### src/sv/m3mws_pkg.sv
`timescale 1ns / 1ps

package m3mws_pkg;

    // Field widths
    localparam int SAMPLE_W    = 17;
    localparam int TOTAL_W     = 23;
    localparam int COUNT_W     = 6;

    // Window ring depth and the widths that follow from it
    localparam int WINDOW_DEPTH = 48;
    localparam int IDX_W        = $clog2(WINDOW_DEPTH);
    localparam int LEN_W        = $clog2(WINDOW_DEPTH + 1);
    localparam int CMP_W        = (LEN_W > COUNT_W) ? LEN_W : COUNT_W;

    // Median prefilter
    localparam int MEDIAN_TAPS = 3;
    localparam int MSLOT_W     = 2;

    // Register reset value and shortest ring length
    localparam logic [COUNT_W-1:0] COUNT_RESET = COUNT_W'(21);
    localparam int                 MIN_LEN     = 2;

    // Stream data widths (whole bytes)
    localparam int IN_DATA_W  = ((SAMPLE_W + 7) / 8) * 8;
    localparam int OUT_DATA_W = ((SAMPLE_W + TOTAL_W + 7) / 8) * 8;

endpackage

### src/sv/median3_moving_window_sum.sv
`timescale 1ns / 1ps
// Path: the input stage registers an accepted item, then the result register takes it
//   once the master side is free; a stalled result register holds the input stage.
// Throughput: one item per cycle while the master side takes results; the window ring
//   read is issued at accept and its write lands when the input stage advances, with a bypass between the two.
// Reset (synchronous, active low) and every write of sample_count clear all
//   state at once, window ring valid bits included; no clearing pass.
module median3_moving_window_sum (
    input  logic                                  i_clk,
    input  logic                                  i_rst_n,
    // configuration: sample_count
    input  logic                                  i_cfg_wr_en,
    input  logic [m3mws_pkg::COUNT_W-1:0]         i_cfg_wr_data,
    // slave side
    input  logic                                  s_axis_tvalid,
    output logic                                  s_axis_tready,
    input  logic [m3mws_pkg::IN_DATA_W-1:0]       s_axis_tdata,  // [16:0] pressure
    // master side
    output logic                                  m_axis_tvalid,
    input  logic                                  m_axis_tready,
    output logic [m3mws_pkg::OUT_DATA_W-1:0]      m_axis_tdata,  // [16:0] filtered_pressure,
                                                                 // [39:17] window_sum
    output logic [0:0]                            m_axis_tuser   // [0] sum_ready
);

    localparam int SW = m3mws_pkg::SAMPLE_W;
    localparam int TW = m3mws_pkg::TOTAL_W;
    localparam int IW = m3mws_pkg::IDX_W;
    localparam int LW = m3mws_pkg::LEN_W;
    localparam int CW = m3mws_pkg::CMP_W;
    localparam int MW = m3mws_pkg::MSLOT_W;
    localparam int WD = m3mws_pkg::WINDOW_DEPTH;
    localparam int OUT_PAD_W = m3mws_pkg::OUT_DATA_W;

    // Configuration and front state
    logic [m3mws_pkg::COUNT_W-1:0] r_count;
    logic [SW-1:0]                 r_med [m3mws_pkg::MEDIAN_TAPS];
    logic [MW-1:0]                 r_mslot;
    logic                          r_mfull;
    logic [IW-1:0]                 r_wslot;
    logic                          r_wfull;

    // Window ring and its valid bits
    logic [SW-1:0]                 r_win_mem [WD];
    logic [WD-1:0]                 r_win_vld;

    // Input stage
    logic                          r_s1_valid;
    logic [SW-1:0]                 r_s1_filt;
    logic [IW-1:0]                 r_s1_cur;
    logic                          r_s1_full;
    logic [SW-1:0]                 r_mem_q;
    logic                          r_s1_vldq;
    logic                          r_s1_byp;
    logic [SW-1:0]                 r_s1_bypd;

    // Running total and result register
    logic [TW-1:0]                 r_total;
    logic                          r_out_valid;
    logic [SW-1:0]                 r_out_filt;
    logic [TW-1:0]                 r_out_sum;
    logic                          r_out_ready;

    logic                          accept;
    logic                          s1_adv;
    logic [SW-1:0]                 sample;
    logic [MW-1:0]                 ms;
    logic [MW-1:0]                 ms_inc;
    logic                          m_wrap;
    logic [MW-1:0]                 n_mslot;
    logic                          n_mfull;
    logic [SW-1:0]                 ta, tb, tc;
    logic [SW-1:0]                 lo, hi, mt, med;
    logic [SW-1:0]                 filt;
    logic [CW-1:0]                 cnt_ext;
    logic [LW-1:0]                 len;
    logic [LW-1:0]                 cur_w;
    logic [LW-1:0]                 nxt_w;
    logic                          w_wrap;
    logic [IW-1:0]                 cur_idx;
    logic [IW-1:0]                 nxt_idx;
    logic [SW-1:0]                 oldest;
    logic [TW-1:0]                 n_total;

    // Handshake
    assign s1_adv        = r_s1_valid && (!r_out_valid || m_axis_tready);
    assign s_axis_tready = !r_s1_valid || s1_adv;
    assign accept        = s_axis_tvalid && s_axis_tready;
    assign sample        = s_axis_tdata[SW-1:0];

    // Median ring: place the new sample, then take the middle of three
    always_comb begin
        ms      = (r_mslot >= MW'(m3mws_pkg::MEDIAN_TAPS)) ? '0 : r_mslot;
        ms_inc  = ms + MW'(1);
        m_wrap  = (ms_inc == MW'(m3mws_pkg::MEDIAN_TAPS));
        n_mslot = m_wrap ? '0 : ms_inc;
        n_mfull = r_mfull || m_wrap;
        ta      = (ms == MW'(0)) ? sample : r_med[0];
        tb      = (ms == MW'(1)) ? sample : r_med[1];
        tc      = (ms == MW'(2)) ? sample : r_med[2];
        lo      = (ta < tb) ? ta : tb;
        hi      = (ta < tb) ? tb : ta;
        mt      = (hi < tc) ? hi : tc;
        med     = (lo > mt) ? lo : mt;
        filt    = n_mfull ? med : sample;
    end

    // Window slots: clamp the length, find this slot and the oldest one
    always_comb begin
        cnt_ext = CW'(r_count);
        if (cnt_ext < CW'(m3mws_pkg::MIN_LEN)) begin
            len = LW'(m3mws_pkg::MIN_LEN);
        end else if (cnt_ext > CW'(WD)) begin
            len = LW'(WD);
        end else begin
            len = LW'(cnt_ext);
        end
        cur_w   = (LW'(r_wslot) >= len) ? '0 : LW'(r_wslot);
        nxt_w   = cur_w + LW'(1);
        w_wrap  = (nxt_w == len);
        cur_idx = cur_w[IW-1:0];
        nxt_idx = w_wrap ? '0 : nxt_w[IW-1:0];
    end

    // Oldest entry: bypassed write, stored value, or zero when never written
    always_comb begin
        if (r_s1_byp) begin
            oldest = r_s1_bypd;
        end else if (r_s1_vldq) begin
            oldest = r_mem_q;
        end else begin
            oldest = '0;
        end
        n_total = r_total + TW'(r_s1_filt) - TW'(oldest);
    end

    // Configuration register
    always_ff @(posedge i_clk) begin
        if (!i_rst_n) begin
            r_count <= m3mws_pkg::COUNT_RESET;
        end else if (i_cfg_wr_en) begin
            r_count <= i_cfg_wr_data;
        end
    end

    // Front state: advance on each accepted item
    always_ff @(posedge i_clk) begin
        if (!i_rst_n || i_cfg_wr_en) begin
            r_mslot <= '0;
            r_mfull <= 1'b0;
            r_wslot <= '0;
            r_wfull <= 1'b0;
        end else if (accept) begin
            r_mslot <= n_mslot;
            r_mfull <= n_mfull;
            r_wslot <= nxt_idx;
            r_wfull <= r_wfull || w_wrap;
        end
    end

    // Median ring entries
    always_ff @(posedge i_clk) begin
        if (accept) begin
            r_med[0] <= ta;
            r_med[1] <= tb;
            r_med[2] <= tc;
        end
    end

    // Window ring: write from the input stage, read the oldest at accept
    always_ff @(posedge i_clk) begin
        if (s1_adv) begin
            r_win_mem[r_s1_cur] <= r_s1_filt;
        end
        if (accept) begin
            r_mem_q <= r_win_mem[nxt_idx];
        end
    end

    // Window valid bits
    always_ff @(posedge i_clk) begin
        if (!i_rst_n || i_cfg_wr_en) begin
            r_win_vld <= '0;
        end else if (s1_adv) begin
            r_win_vld[r_s1_cur] <= 1'b1;
        end
    end

    // Input stage
    always_ff @(posedge i_clk) begin
        if (!i_rst_n || i_cfg_wr_en) begin
            r_s1_valid <= 1'b0;
        end else if (accept) begin
            r_s1_valid <= 1'b1;
        end else if (s1_adv) begin
            r_s1_valid <= 1'b0;
        end
    end

    always_ff @(posedge i_clk) begin
        if (accept) begin
            r_s1_filt <= filt;
            r_s1_cur  <= cur_idx;
            r_s1_full <= r_wfull || w_wrap;
            r_s1_vldq <= r_win_vld[nxt_idx];
            r_s1_byp  <= s1_adv && (r_s1_cur == nxt_idx);
            r_s1_bypd <= r_s1_filt;
        end
    end

    // Running total
    always_ff @(posedge i_clk) begin
        if (!i_rst_n || i_cfg_wr_en) begin
            r_total <= '0;
        end else if (s1_adv) begin
            r_total <= n_total;
        end
    end

    // Result register
    always_ff @(posedge i_clk) begin
        if (!i_rst_n || i_cfg_wr_en) begin
            r_out_valid <= 1'b0;
        end else if (s1_adv) begin
            r_out_valid <= 1'b1;
        end else if (m_axis_tready) begin
            r_out_valid <= 1'b0;
        end
    end

    always_ff @(posedge i_clk) begin
        if (s1_adv) begin
            r_out_filt  <= r_s1_filt;
            r_out_sum   <= n_total;
            r_out_ready <= r_s1_full;
        end
    end

    assign m_axis_tvalid = r_out_valid;
    assign m_axis_tdata  = OUT_PAD_W'({r_out_sum, r_out_filt});
    assign m_axis_tuser  = r_out_ready;

endmodule

### config.mk
export PLATFORM = sky130hd
export DESIGN_NAME = median3_moving_window_sum
export DESIGN_NICKNAME = d
export VERILOG_FILES = /design/src/sv/m3mws_pkg.sv /design/src/sv/median3_moving_window_sum.sv
export SDC_FILE = /design/constraint.sdc
export NUM_CORES = 1
export LEC_CHECK = 0
export BUFFER_PORTS_ARGS = -buffer_cell sky130_fd_sc_hd__buf_2
export CORE_UTILIZATION = 45
export CTS_CLUSTER_DIAMETER = 120
export DETAILED_ROUTE_END_ITERATION = 10
export SETUP_SLACK_MARGIN = 0.4
export SLEW_MARGIN = 20
export SYNTH_ARGS = -nofsm -noshare
export SYNTH_HDL_FRONTEND = slang
export SYNTH_SLANG_ARGS = --single-unit
### constraint.sdc
create_clock -name i_clk -period 11.1 [get_ports i_clk]
set_clock_uncertainty 0.2 [all_clocks]
set_input_delay 0.555 -clock i_clk [delete_from_list [all_inputs] [get_ports i_clk]]
set_output_delay 0.555 -clock i_clk [all_outputs]
set_load 0.1 [all_outputs]
Word level (Yosys, flattened, before mapping). Memories as Yosys holds them, arrays and structs flattened. A register that Yosys moved wholly into a read port is not among the register bits. Index checks and enable logic that the tools add are counted.

Add/subtract/negate cells: 4. Multiply operators: 0. Div/mod/pow operators: 0. $lt $le $gt $ge: 10. Equality and inequality tests: 5. Shifts and indexed selects: 0. Mux-type cells: 28. Bitwise logic cells: 1. Reductions and logical operators: 15.

Operator list (number): 17-bit 2-to-1 mux (10); 48-bit bitwise OR (1); 17-bit less-than comparator (2); 6-bit 2-to-1 mux (4); 23-bit by 17-bit adder with 23-bit output (1); 23-bit by 17-bit subtractor with 23-bit output (1); 17-bit > comparator (1); 6-bit by 7-bit less-than comparator with 1-bit output, second input constant (2); 6-bit equality test (2); 1-bit 2-to-1 mux (10); 6-bit by 1-bit adder with 6-bit output, second input constant (1); 1-bit binary-select mux with 6-bit select (1); 1-bit demux with 6-bit select (1); 6-bit by 1-bit greater-or-equal comparator with 1-bit output, second input constant (1); 6-bit greater-or-equal comparator (1); 6-bit > comparator, second input constant (1); 6-bit by 2-bit less-than comparator with 1-bit output, second input constant (1); 1-bit logical OR (5); 2-bit equality test, second input constant (2); 1-bit logical AND (4); 2-bit 2-to-1 mux (2); 2-bit nonzero test (2); 1-bit logical NOT (3); 2-bit by 1-bit adder with 2-bit output, second input constant (1); other kinds (3) (3).

Register bits after elaboration: 173. Latch bits: 0. Bits in writable memories: 867. Memory bits (read-only): 0. Bits of input ports: 35. Logic and storage cells: 83. Memories: 2.

Memory list: r_win_mem (depth 48, width 17, rd ports 1, clocked after Yosys merged registers in 1, wr ports 1, line median3_moving_window_sum.sv:44) `logic [SW-1:0] r_win_mem [WD];`; r_med (depth 3, width 17, rd ports 3, clocked after Yosys merged registers in 0, wr ports 3, line median3_moving_window_sum.sv:37) `logic [SW-1:0] r_med [m3mws_pkg::MEDIAN_TAPS];`.

Depth between registers and ports, before layout.
Word-level depth: 11. Mapped depth: 38.

Worst setup path before layout. OpenSTA, ideal clock, no wires.

Kind: register to register. Start: register r_mslot[0]. End: register r_s1_filt[3], data pin. Data arrival time: 7278 ps. Path slack: 3341 ps. Stages on the path, launching flop included: 39. Path buffers: 6. Path through: dfxtp_1 > inv_1 > ha_1 > buf_2 > buf_1 > mux2i_1 > inv_1 > ha_1 > a21o_1 > a21o_1 > a211oi_1 > o31ai_1 > nor3_2 > buf_2 > buf_2 > nor2_1 > a21oi_1 > ha_1 > (+3 left out) > a21oi_1 > o21ai_0 > or3_1 > o21bai_1 > buf_4 > mux2i_1 > ha_1 > nor2b_1 > o21a_1 > o21a_1 > o211ai_1 > a21oi_1 > nor2_1 > o311ai_1 > nand2_1 > clkbuf_1 > nor3_1 > a211oi_1.

Cells in the longest elaborated chain, start to end: 11.

Ends and longest elaborated chain: start, declared (line median3_moving_window_sum.sv:38) `logic [MW-1:0] r_mslot;`; start signal, assigned (line median3_moving_window_sum.sv:154) `r_mslot <= n_mslot;`; 2-bit greater-or-equal comparator (line median3_moving_window_sum.sv:93) `ms = (r_mslot >= MW'(m3mws_pkg::MEDIAN_TAPS)) ? '0 : r_mslot;`; 2-bit 2-to-1 mux (*) (line median3_moving_window_sum.sv:93); 2-bit logical NOT (*) (line median3_moving_window_sum.sv:98) `ta = (ms == MW'(0)) ? sample : r_med[0];`; 17-bit 2-to-1 mux (*) (line median3_moving_window_sum.sv:98); net ta[10] (line median3_moving_window_sum.sv:72) `logic [SW-1:0] ta, tb, tc;`; 17-bit less-than comparator (line median3_moving_window_sum.sv:101, median3_moving_window_sum.sv:102); 17-bit 2-to-1 mux (line median3_moving_window_sum.sv:102) `hi = (ta < tb) ? tb : ta;`; 17-bit less-than comparator (line median3_moving_window_sum.sv:103) `mt = (hi < tc) ? hi : tc;`; 17-bit 2-to-1 mux (line median3_moving_window_sum.sv:103); 17-bit > comparator (line median3_moving_window_sum.sv:104) `med = (lo > mt) ? lo : mt;`; 17-bit 2-to-1 mux (*) (line median3_moving_window_sum.sv:104); 17-bit 2-to-1 mux (*) (line median3_moving_window_sum.sv:105) `filt = n_mfull ? med : sample;`; net filt[3] (line median3_moving_window_sum.sv:74) `logic [SW-1:0] filt;`; end signal, assigned (line median3_moving_window_sum.sv:202) `r_s1_filt <= filt;`; end, declared (line median3_moving_window_sum.sv:49) `logic [SW-1:0] r_s1_filt;`.

Mark *: on every way through the listed nets, which the timed path passes. The rest lies on a longest branch. A chain may end at the register's enable or synchronous reset.

Worst setup path after layout.
Start: register r_mslot[0]. End: register r_s1_filt[0], data pin.

The elaborated chain is that of the path after synthesis.

==> out/metrics.json <==
{
  "synthFlopType": {"value": "sky130_fd_sc_hd__edfxtp_1"},
  "placedCellCount": {"value": 4556},
  "die_h": {"value": 319, "unit": "um"},
  "clockRootBuffer": {"value": "sky130_fd_sc_hd__clkbuf_16"},
  "ios": {"value": 78},
  "tritoncts.num_buffers": {"value": 107},
  "leakage": {"value": 17.9, "unit": "nW"},
  "clkSinkCount": {"value": 1057},
  "num_vias": {"value": 28700},
  "hpwl_after_detailed_placement": {"value": 75.4, "unit": "mm"},
  "asyncSetResetFlopFracSynth": {"value": 0, "unit": "%"},
  "first_global_vias": {"value": 28100},
  "power_density": {"value": 186, "unit": "nW/um2"},
  "r2r_cells": {"value": 31},
  "synth_area": {"value": 45200, "unit": "um2"},
  "rows": {"value": 115},
  "layout.cells.non_filler": {"value": 4773},
  "detail_route.first_pass.iterations": {"value": 5},
  "slew_headroom": {"value": 22.9, "unit": "%"},
  "timing.critical_path.mode_cell": {"value": "sky130_fd_sc_hd__ha_1"},
  "edff_count_synth": {"value": 968},
  "tritoncts": {"value": "built"},
  "crit_path_end_kind": {"value": "register"},
  "synth_cell_types": {"value": 91},
  "mostFrequentLayoutCells": {"value": "968 x sky130_fd_sc_hd__edfxtp_1, 359 x sky130_fd_sc_hd__nand2_1, 311 x sky130_fd_sc_hd__nor2_1"},
  "timing.setup.tns": {"value": 0, "unit": "ps"},
  "maximum_number_of_pins_on_one_net_before_global_route_repair": {"value": 120},
  "core_region_area": {"value": 98900, "unit": "um2"},
  "worst-slew-pin-transition": {"value": 1150, "unit": "ps"},
  "die_area": {"value": 102000, "unit": "um2"},
  "cpPeakStageDelay": {"value": 790, "unit": "ps"},
  "gr-usage-all-layers": {"value": 24.4, "unit": "%"},
  "finish.utilization": {"value": 51.7, "unit": "%"},
  "synth_area_per_cell": {"value": 13.8, "unit": "um2"},
  "crit_buf_inv": {"value": 5},
  "arrival": {"value": 9640, "unit": "ps"},
  "clkSlewWorstSetupHoldPaths": {"value": 60, "unit": "ps"},
  "portBuffers": {"value": 70},
  "criticalPathCategory": {"value": "register to register"},
  "grt.overflow.total": {"value": 0},
  "ant_nets": {"value": 0},
  "run_status": {"value": "complete, no violations"},
  "totalWireLength": {"value": 125, "unit": "mm"},
  "max_freq": {"value": 0.106, "unit": "GHz"},
  "ys_seq_elements": {"value": 1057},
  "min-delay-path-class": {"value": "input port to register"},
  "design_power_total": {"value": 9.49, "unit": "mW"},
  "timing.critical_path.from_type": {"value": "register"},
  "postCtsResizedCells": {"value": 0},
  "max_slew_violations": {"value": 0},
  "final.period_utilization": {"value": 84.8, "unit": "%"},
  "final_common_cell": {"value": "sky130_fd_sc_hd__edfxtp_1"},
  "post_synthesis_cell_count": {"value": 3268},
  "finalWorstPathRequiredPeriod": {"value": 9410, "unit": "ps"},
  "crit_family": {"value": "compound AO/OA/AOI/OAI gates"},
  "cts.path.max_buffers": {"value": 3},
  "timing.critical_path.slowest_stage_cell": {"value": "sky130_fd_sc_hd__nor3_4"},
  "initialDrtViolationCount": {"value": 3237},
  "antenna_violations_before_repair": {"value": 9},
  "synth.net_count": {"value": 3399},
  "worst-path-stages": {"value": 31},
  "grt_setup_unrepaired": {"value": "false"},
  "synth.yosys.seq_area_share": {"value": 68.3, "unit": "%"},
  "hold_violations": {"value": 0},
  "crit_required": {"value": 11330, "unit": "ps"},
  "worst_ir_drop_vdd": {"value": 0.132, "unit": "mV"},
  "initial_core_util": {"value": 45.7, "unit": "%"},
  "vias_per_cell": {"value": 6.01},
  "grt_first_pass_wirelength": {"value": 184, "unit": "mm"},
  "min_delay_path_depth": {"value": 2},
  "cts.repair_timing.setup_buffer_count": {"value": 0},
  "area_delta_synth_final": {"value": 13.2, "unit": "%"},
  "insertion_delay": {"value": 680, "unit": "ps"},
  "crit_path_max_fanout": {"value": 24},
  "synth.yosys.warnings": {"value": 0},
  "route.detailed.drc": {"value": 0},
  "detail_route.wl_per_cell": {"value": 26.2, "unit": "um"},
  "layout-drive-gt1-share": {"value": 14.0, "unit": "%"},
  "design.final.nets": {"value": 3520},
  "h_tree_depth": {"value": 3},
  "final-setup-viol-count": {"value": 0},
  "dieWidth": {"value": 319, "unit": "um"},
  "max-cap-violations": {"value": 0},
  "weighted_congestion_at_the_end_of_routability_driven_global_placement": {"value": 0.932}
}
[state kept, by name, summed over array words and instances (netlist names), 17 cells and up]
name,flops
r_mem_q,17
r_med,51
r_out_sum,23
r_win_vld,48
r_out_filt,17
r_total,23
r_s1_bypd,17
r_s1_filt,17
r_win_mem,816
[final cells by class]
class                           instances  area [um2]
Inverter                              143         542
Multi-Input combinational cell       1883       13000
Antenna cell                            2        5.00
Sequential cell                      1057       30800
Clock buffer                          154        3080
Clock inverter                         50         639
Timing Repair Buffer                  197        1360
Fill cell                            8156       47700
Tap cell                             1287        1610
[per-stage QoR]
| stage | area (um2) | hold WS [ps] | setup WS, ps |
|---|---|---|---|
| floorplan | 45200 | 200 | 3340 |
| global placement | 47300 | 217 | 1820 |
| detailed placement | 47300 | 238 | 1840 |
| CTS | 51100 | 0.0747 | 1810 |
| global route | 51100 | 17.4 | 931 |
| finish | 51100 | 39.5 | 1690 |
[cell families after synthesis]
group | synth area share (%)
AOI/OAI and AO/OA | 9.76
adders and majority gates | 2.94
xor gates and xnor gates | 0.795
DFF | 68.3
and+or+nand+nor | 8.58
muxes | 6.50
buffers and inverters | 3.11
[timing repair]
item / CTS / global route
hold buffers: 11 / 0
hold endpoints to repair: 8 / 0
setup endpoints to repair: 0 / 0
[worst paths after layout]
path                                  from           end  slack, ps
worst min-delay path               i_rst_n    cnt_ext[1]         40
worst min register to register   r_s1_full  m_axis_tuser        250
worst max register to register  r_mslot[0]  r_s1_filt[0]       1690
worst max-delay path            r_mslot[0]  r_s1_filt[0]       1690
[synthesized netlist by cell type (all sizes together), types with 10 or more instances]
| cell type | n | area, um2 |
|---|---|---|
| a31oi | 51 | 325 |
| a211oi | 44 | 335 |
| xnor2 | 25 | 241 |
| buf | 88 | 502 |
| inv | 140 | 526 |
| nor2 | 317 | 1190 |
| o22ai | 45 | 282 |
| mux4 | 69 | 1550 |
| xor2 | 10 | 95.1 |
| nor2b | 23 | 144 |
| nand2 | 360 | 1350 |
| a221oi | 21 | 190 |
| mux2i | 120 | 1200 |
| nor3 | 45 | 230 |
| o211ai | 28 | 220 |
| mux2 | 16 | 180 |
| ha | 79 | 988 |
| o22a | 11 | 96.3 |
| fa | 17 | 340 |
| o21ai | 79 | 425 |
| o221ai | 38 | 339 |
| o21a | 16 | 120 |
| nand4 | 24 | 150 |
| nand3 | 70 | 350 |
| edfxtp | 968 | 29100 |
| a21o | 19 | 143 |
| a22o | 20 | 175 |
| clkbuf | 97 | 365 |
| a22oi | 15 | 113 |
| a21oi | 176 | 907 |
| and3 | 14 | 87.6 |
| dfxtp | 89 | 1780 |
[power by group]
| part | internal, mW | switching, mW | leakage (nW) |
|---|---|---|---|
| Combinational | 0.407 | 0.856 | 6.57 |
| Clock | 2.26 | 1.52 | 1.82 |
| Sequential | 4.42 | 0.0257 | 9.52 |
[layer usage]
layer / wire, um / global-route usage, %
met1: 51700 / 34.1
met2: 57500 / 38.6
met3: 11600 / 4.65
met4: 4050 / 7.85
met5: 38 / 0
Note: power is estimated with default switching activity, not from simulation.
